[config.mk]
export PLATFORM = sky130hd
export DESIGN_NAME = sa_queue
export DESIGN_NICKNAME = d
export VERILOG_FILES = /design/src/hdl/sa_pkg.sv /design/src/hdl/sa_queue.sv
export SDC_FILE = /design/constraint.sdc
export NUM_CORES = 1
export LEC_CHECK = 0
export BUFFER_PORTS_ARGS = -buffer_cell sky130_fd_sc_hd__buf_2
export CAP_MARGIN = 20
export CORE_UTILIZATION = 51
export CTS_CLUSTER_DIAMETER = 80
export CTS_CLUSTER_SIZE = 24
export DETAILED_ROUTE_END_ITERATION = 10
export GPL_ROUTABILITY_DRIVEN = 0
export PLACE_DENSITY = 0.84
export SYNTH_ARGS = -nofsm -noshare
export SYNTH_HDL_FRONTEND = slang
export SYNTH_SLANG_ARGS = --single-unit
[constraint.sdc]
create_clock -name clock -period 3.23 [get_ports clock]
set_input_delay 0.1615 -clock clock [delete_from_list [all_inputs] [get_ports clock]]
set_output_delay 0.1615 -clock clock [all_outputs]
set_load 0.01 [all_outputs]
[src/hdl/sa_pkg.sv]
// Shared types, widths, reset values and fixed tables of the spotlight attenuation block.
// Depends on nothing; every module of the block imports it.
package sa_pkg;

   // Coordinate and vector widths
   localparam int COORD_WIDTH = 24;
   localparam int DIFF_W      = COORD_WIDTH + 1;
   localparam int MAG_W       = COORD_WIDTH;
   localparam int SQ_W        = 2 * MAG_W;
   localparam int DSQ_W       = SQ_W + 2;
   localparam int SQREM_W     = DSQ_W + 1;
   localparam int ROOT_W      = DSQ_W / 2;
   localparam int AX_W        = 16;
   localparam int DP_W        = DIFF_W + AX_W;
   localparam int DOT_W       = DP_W + 2;
   localparam int DOTM_W      = DOT_W - 1;

   // Configuration port
   localparam int CSR_INDEX_W = 3;
   localparam int CSR_DATA_W  = 48;
   localparam int AXIS_W      = 48;
   localparam int COEF_W      = 24;
   localparam int SHAPE_W     = 32;

   // Denominator and distance attenuation
   localparam int FRAC16      = 16;
   localparam int LIN_W       = COEF_W + ROOT_W;
   localparam int AQ_W        = DSQ_W - FRAC16 + COEF_W;
   localparam int LQ_W        = FRAC16 + COEF_W;
   localparam int QTERM_W     = 41;
   localparam logic [QTERM_W-1:0] QCAP = QTERM_W'(1) << (QTERM_W - 1);
   localparam int DEN_W       = 42;
   localparam int DREM_W      = DEN_W + 1;
   localparam int ATT_STEPS   = 33;
   localparam int ATT_W       = ATT_STEPS;

   // Cosine and spot factor
   localparam int COS_STEPS   = 15;
   localparam int CM_W        = COS_STEPS;
   localparam int COS_W       = 16;
   localparam logic [CM_W-1:0] ONE_Q14 = CM_W'(16384);
   localparam int LOG_DEPTH   = 256;
   localparam int LOG_BITS    = $clog2(LOG_DEPTH);
   localparam int LOG_W       = 16;
   localparam int SPOT_W      = 17;
   localparam logic [SPOT_W-1:0] ONE_Q16 = SPOT_W'(65536);
   localparam int SHIFT_W     = 4;
   localparam int NEG_W       = SHIFT_W + LOG_W;
   localparam int EXPO_W      = 16;
   localparam int PROD_W      = NEG_W + EXPO_W - 8;
   localparam int EXPQ_W      = PROD_W - FRAC16;
   localparam int SF_STAGES   = 4;
   localparam int SPOT_DLY    = ATT_STEPS + 1 - COS_STEPS - SF_STAGES;

   // Result
   localparam int OUT_W       = 24;
   localparam int VAL_W       = ATT_W + SPOT_W - FRAC16;
   localparam logic [OUT_W-1:0] OUT_MAX = '1;

   // Queue between front and back
   localparam int QUEUE_DEPTH = 4;
   localparam int QPTR_W      = $clog2(QUEUE_DEPTH);
   localparam int QCNT_W      = QPTR_W + 1;

   // Register reset values
   localparam logic [AXIS_W-1:0]  AXIS_RESET  = AXIS_W'(49152);
   localparam logic [COEF_W-1:0]  CONST_RESET = COEF_W'(65536);
   localparam logic [SHAPE_W-1:0] SHAPE_RESET = SHAPE_W'(14189);

   typedef enum logic [CSR_INDEX_W-1:0] {
      CSR_LIGHT_X   = 3'd0,
      CSR_LIGHT_Y   = 3'd1,
      CSR_LIGHT_Z   = 3'd2,
      CSR_AXIS      = 3'd3,
      CSR_CONSTANT  = 3'd4,
      CSR_LINEAR    = 3'd5,
      CSR_QUADRATIC = 3'd6,
      CSR_SHAPE     = 3'd7
   } csr_index_type;

   typedef struct packed {
      logic signed [COORD_WIDTH-1:0] light_x;
      logic signed [COORD_WIDTH-1:0] light_y;
      logic signed [COORD_WIDTH-1:0] light_z;
      logic [AXIS_W-1:0]             axis_packed;
      logic [COEF_W-1:0]             att_constant;
      logic [COEF_W-1:0]             att_linear;
      logic [COEF_W-1:0]             att_quadratic;
      logic [SHAPE_W-1:0]            spot_shape;
   } sa_cfg_type;

   typedef struct packed {
      logic [DSQ_W-1:0]  dsq;
      logic              dot_neg;
      logic [DOTM_W-1:0] dot_mag;
   } sa_item_type;

   typedef logic [LOG_W-1:0]  log_tab_type [LOG_DEPTH];
   typedef logic [SPOT_W-1:0] exp_tab_type [LOG_DEPTH];

   function automatic logic [63:0] isqrt64(input logic [63:0] n_in);
      logic [63:0] n;
      logic [63:0] res;
      logic [63:0] bt;
      n   = n_in;
      res = '0;
      bt  = 64'd1 << 62;
      while (bt > n) bt = bt >> 2;
      while (bt != 0) begin
         if (n >= res + bt) begin
            n   = n - res - bt;
            res = (res >> 1) + bt;
         end else begin
            res = res >> 1;
         end
         bt = bt >> 2;
      end
      return res;
   endfunction

   // floor(log2(1 + i/depth)) in Q.16 by repeated squaring
   function automatic log_tab_type build_log_tab();
      log_tab_type     tab;
      logic [63:0]     x;
      logic [LOG_W-1:0] r;
      for (int i = 0; i < LOG_DEPTH; i++) begin
         x = ((64'(LOG_DEPTH) + 64'(i)) << 30) / LOG_DEPTH;
         r = '0;
         for (int k = 0; k < 16; k++) begin
            x = (x * x) >> 30;
            r = {r[LOG_W-2:0], 1'b0};
            if (x >= (64'd2 << 30)) begin
               x    = x >> 1;
               r[0] = 1'b1;
            end
         end
         tab[i] = r;
      end
      return tab;
   endfunction

   // floor(2^(-j/depth)) in Q.16 from products of square-root constants
   function automatic exp_tab_type build_exp_tab();
      exp_tab_type tab;
      logic [63:0] c [17];
      logic [63:0] t;
      logic [63:0] p;
      c[0] = 64'd1 << 29;
      for (int k = 1; k <= 16; k++) c[k] = isqrt64(c[k-1] << 30);
      for (int i = 0; i < LOG_DEPTH; i++) begin
         t = (64'(i) << 16) / LOG_DEPTH;
         p = 64'd1 << 30;
         for (int k = 1; k <= 16; k++) begin
            if (t[16-k]) p = (p * c[k]) >> 30;
         end
         tab[i] = SPOT_W'(p >> 14);
      end
      return tab;
   endfunction

   localparam log_tab_type LOG_TAB = build_log_tab();
   localparam exp_tab_type EXP_TAB = build_exp_tab();

endpackage

[src/hdl/sa_queue.sv]
// Short queue of front-end items between the front and back ends.
// Depends on sa_pkg for the item struct and queue depth.
module sa_queue (
   input  logic                clock,
   input  logic                reset,
   input  logic                push,
   input  sa_pkg::sa_item_type push_item,
   output logic                full,
   input  logic                pop,
   output logic                head_valid,
   output sa_pkg::sa_item_type head
);
   import sa_pkg::*;

   sa_item_type       mem [QUEUE_DEPTH];
   logic [QPTR_W-1:0] wr_ptr_ff;
   logic [QPTR_W-1:0] rd_ptr_ff;
   logic [QCNT_W-1:0] count_ff;
   logic [QCNT_W-1:0] count_in;

   assign full       = (count_ff == QCNT_W'(QUEUE_DEPTH));
   assign head_valid = (count_ff != '0);
   assign head       = mem[rd_ptr_ff];

   always_comb begin
      count_in = count_ff;
      if (push && !pop) count_in = count_ff + QCNT_W'(1);
      if (pop && !push) count_in = count_ff - QCNT_W'(1);
   end

   always_ff @(posedge clock) begin
      if (reset) begin
         wr_ptr_ff <= '0;
         rd_ptr_ff <= '0;
         count_ff  <= '0;
      end else begin
         if (push) wr_ptr_ff <= wr_ptr_ff + QPTR_W'(1);
         if (pop) rd_ptr_ff <= rd_ptr_ff + QPTR_W'(1);
         count_ff <= count_in;
      end
   end

   always_ff @(posedge clock) begin
      if (push) mem[wr_ptr_ff] <= push_item;
   end

endmodule

**Word level (Yosys, flattened, before mapping)**

Memories as Yosys holds them, arrays and structs flattened. A register that Yosys moved wholly into a read port is not among the register bits.
Index checks and enable logic that the tools add are counted.
Widths: inputs -> output; s select.

- Bits of input ports: 97
- Bits in registers: 7
- Memories: 1
- Bits in writable memories: 372
- Output and inout bits: 95
- Word-level logic and storage cells: 21

- Multiplexer cells: 6
- Add/subtract/negate cells: 4
- Reduce and logical (&&, ||, !) cells: 6
- Eq/ne operators: 1

Memory list:

| name | words | width | read ports | clocked after memory_dff | wr ports | line | RTL |
|---|---|---|---|---|---|---|---|
| mem | 4 | 93 | 1 | 1 | 1 | sa_queue.sv:15 | `sa_item_type mem [QUEUE_DEPTH];` |

Operators by type and width:

| kind | number |
|---|---|
| $mux 3 | 2 |
| $add 2x1->2 const B | 2 |
| $mux 2 | 2 |
| $add 3x1->3 const B | 1 |
| $eq 3x3->1 const B | 1 |
| $reduce_bool 3->1 | 1 |
| $sub 3x1->3 const B | 1 |
| $logic_and 1x1->1 | 2 |
| $logic_not 1->1 | 2 |
| $mux 1 | 2 |
| $reduce_bool 2->1 | 1 |

**Depth between registers and ports, before layout**

- Word-level depth: 4
- Depth in mapped cells: 7
- Gate-level depth less buffers: 7

**Least setup slack after synthesis**

Ideal clock, no wire load.

- Path kind: register to register
- Start point: reg wr_ptr_ff[0]
- End point: mem mem[0][0] (netlist name), enable pin
- Period minus slack after synthesis: 3.159 ns
- Slack: 0.071 ns
- Path buffers: 0
- Data required time: 2.768 ns
- Data arrival time: 2.697 ns
- Setup time: 0.462 ns
- Cell stages (with the launch flop): 4
- Cell sequence: dfxtp_1 -> inv_1 -> ha_1 -> and2_1

RTL lines:

| element | line | RTL |
|---|---|---|
| start: declaration | sa_queue.sv:16 | `logic [QPTR_W-1:0] wr_ptr_ff;` |
| start signal: assignment | sa_queue.sv:37 | `if (push) wr_ptr_ff <= wr_ptr_ff + QPTR_W'(1);` |
| end: declaration | sa_queue.sv:15 |  |

No word-level cell before the write port.

==> impl_results.md <==
- Outcome: complete, no violations
- Setup_tns: 0 ns
- CTS tree: yes
- RR Endpoint: mem[0][73]$_DFFE_PP_
- DRT antenna net count: 0
- Area Overhead vs Synth: 20.7%
- Least-Margin Pin Slew: around 0.67 ns
- Total of max-cap violations: 0
- Area of the die: around 28,000 sq um
- Fin crit period: 2.52 ns
- Post-Synth XOR/XNOR Area: 0.00316
- Crit path kind: reg2out
- Syn Nets: 635
- Req. time, crit path: 3.07 ns
- Final worst slack: roughly 0.71 ns
- Via-to-Cell Ratio: between 5 and 6
- Routed vias: between 6,000 and 7,000
- Reg2Reg Setup Slack: 1.35 ns
- Hold Crit Start: push
- YS warnings: 0
- Area fraction in compound gates after synthesis: 0.00108
- Sequential element share of the synthesized area: 0.819
- First-pass DRT Iterations: 5
- Routed wire length: ~25 mm
- Number of global-route vias before repair: 6,925
- Ys flop type: edfxtp_1
- Die Span X: 167 microns
- Share of the synthesized area in the top cell type: 0.806
- #FFs+latches synth: 381
- # nets final: 933
- Crit path to: head[37]
- Fraction of layout cells with a size suffix above 1: 0.386
- H-tree Lvls: 1
- Adder and majority gate portion of the synthesized area: 0.00596
- Unique masters post-synth: 20
- Clock transition at path regs: 0.09 ns
- Multi-input gate area: around 2300 sq um
- Fmax: between 0.3 and 0.4 GHz
- Max Slew Vio Count: 0
- EDFF count, synth: 372
- CP Max Fanout: 39
- Largest net degree at the start of global routing: 52
- Area leader, netlist: edfxtp_1
- Peak VDD IR: 0.446 mV
- Setup Slack @ Placement: 1.21 ns
- Crit start category: flip-flop
- Most frequent cells after synthesis: edfxtp_1, mux4_2, dfxtp_1
- Fillers: between 1,500 and 2,000
- RSZ-0062 raised after global routing: false
- Final setup viols: 0
- Pwr/cell area: roughly 560 nW/um^2
- Multiplexer area fraction after synthesis: 0.152
- Overflow left after global routing: 0
- HP Class: in2reg
- Violation count after the first detailed-route iteration: 635
- All-Layer GR Usage: 0.186
- Die Height: 167 microns
- Clk sinks: between 300 and 400
- Post-Syn Instances: 532
- Arr. time, crit path: 2.36 ns
- Post-CTS Setup Repair Bufs: 0
- Worst rel slew slack: 0.553
- Initial core utilization: 0.526
- IO buf count: ~190
- Core Region: 26,400 sq um
- Detail Placement HPWL: 14.9 mm
- Critical Path Sink Type: output pin
- Post-Synth Simple-Gate Area: 0.00560
- CTS buffer count: 19
- Final Skew: between 0.01 and 0.015 ns
- Reg2reg start: wr_ptr_ff[0]$_SDFFE_PP0P_
- Diodes inserted: 0
- Synth top area cells: edfxtp_1, mux4_2, dfxtp_1, buf_6, ha_1
- Async SR Flop Fraction: 0
- Root buffer cell: clkbuf_16
- Pleak: 5.61 nW
- FP Rows: 59
- Hold Fails Final Rpt: 0
- Residual DRC: 0
- R2R cell count: 4
- Top Ports: ~190
- Post-cts resize count: 0
- Most common cell in the netlist: edfxtp_1
- Drt wl/cell: 21.8 microns
- Synthesized cell area: between 10,000 and 15,000 sq um
- Syn Area/Cell: about 26 sq um
- Period Utilization, post-route: 0.781
- Initial antenna violation count: 1
- Reg area: ~11,000 sq um
- Skew-Pair Late Insertion Delay: 0.50 ns
- Largest family of logic cells by synthesized area: multiplexers
- CTS max path bufs: 3
- First-pass GRT wire length: 39.2 mm
## flip-flops by register name (all words and copies together) (netlist names), named ones only
| signal | cells |
|---|---|
| mem | 372 |
| count_ff | 3 |
| rd_ptr_ff | 2 |
| wr_ptr_ff | 2 |
## how the worst min path moves through the flow
stage                           endpoint  slack, ns  cells past startpoint
6_report       wr_ptr_ff[0]$_SDFFE_PP0P_       0.03                      3
5_1_grt        wr_ptr_ff[0]$_SDFFE_PP0P_       0.04                      3
4_1_cts        wr_ptr_ff[0]$_SDFFE_PP0P_      0.009                      3
3_5_place_dp        mem[1][27]$_DFFE_PP_       0.38                      1
3_3_place_gp        mem[3][48]$_DFFE_PP_       0.37                      1
2_1_floorplan        mem[0][0]$_DFFE_PP_       0.26                      0
## per-layer routing
metal / up-vias / wire length (microns) / track usage
met1: 3349 / 10200 / 0.244
met5: - / 12 / 0
met3: 22 / 1720 / 0.0373
met4: 2 / 320 / 0.0326
met2: 258 / 13300 / 0.327
li1: 2848 / - / -
## cells in the final DEF, fill, tap and decap left out
cell / instances
mux2i_1: 1
xnor2_1: 2
dlygate4sd3_1: 95
xor2_1: 3
a21oi_1: 2
nand2_1: 1
buf_2: 191
nor2_1: 8
and2_4: 4
inv_1: 6
dfxtp_1: 7
o21ai_0: 1
dfxtp_4: 2
fa_1: 1
ha_1: 5
edfxtp_1: 372
clkbuf_1: 6
and3_1: 1
or3_1: 2
clkbuf_16: 19
clkinv_2: 1
mux4_2: 93
buf_4: 5
buf_12: 7
## critical path: stages (launching register included)
cell     delay, ns
dfxtp_4       0.72
buf_12        0.35
mux4_2        0.57
buf_2         0.16
## report_power, final
group / internal, mW / switching, mW / leakage (nW)
combinational: 0.549 / 0.546 / 1.88
clock: 1.09 / 1.37 / 0.245
sequential: 5.67 / 0.0896 / 3.49
total: 7.30 / 2.00 / 5.61
## cell type report
class / count / area share
Clock inverter: 1 / 0.000299
Tap cell: 335 / 0.0251
Multi-Input combinational cell: 124 / 0.140
Timing Repair Buffer: 298 / 0.125
Clock buffer: 25 / 0.0298
Inverter: 6 / 0.00135
Sequential cell: 381 / 0.679
## cell families after synthesis
logic type,after synthesis
buf+inv,27
fa+ha+maj,6
compound gates,3
xor+xnor,5
simple gates,16
mux,94
flops,381
## what timing repair did
| action | in CTS | in global routing |
|---|---|---|
| endpoints found under the hold margin | 381 | 0 |
| setup endpoints to repair | 0 | 0 |
| hold buffers | 95 | 0 |
## per-stage QoR
stage               cell area, sq um  std cells  total power [mW]  utilization  hold WS (ns)
floorplan                      13900        532              6.46            -         0.260
global placement               15300       1049              6.85        0.579         0.374
detailed placement             15300       1049              6.88        0.579         0.376
CTS                            16700       1170              9.38        0.634       0.00885
global route                   16700       1170              9.64        0.634        0.0448
finish                         16700       1170              9.31        0.634        0.0323
(Power assumes the default switching activity.)
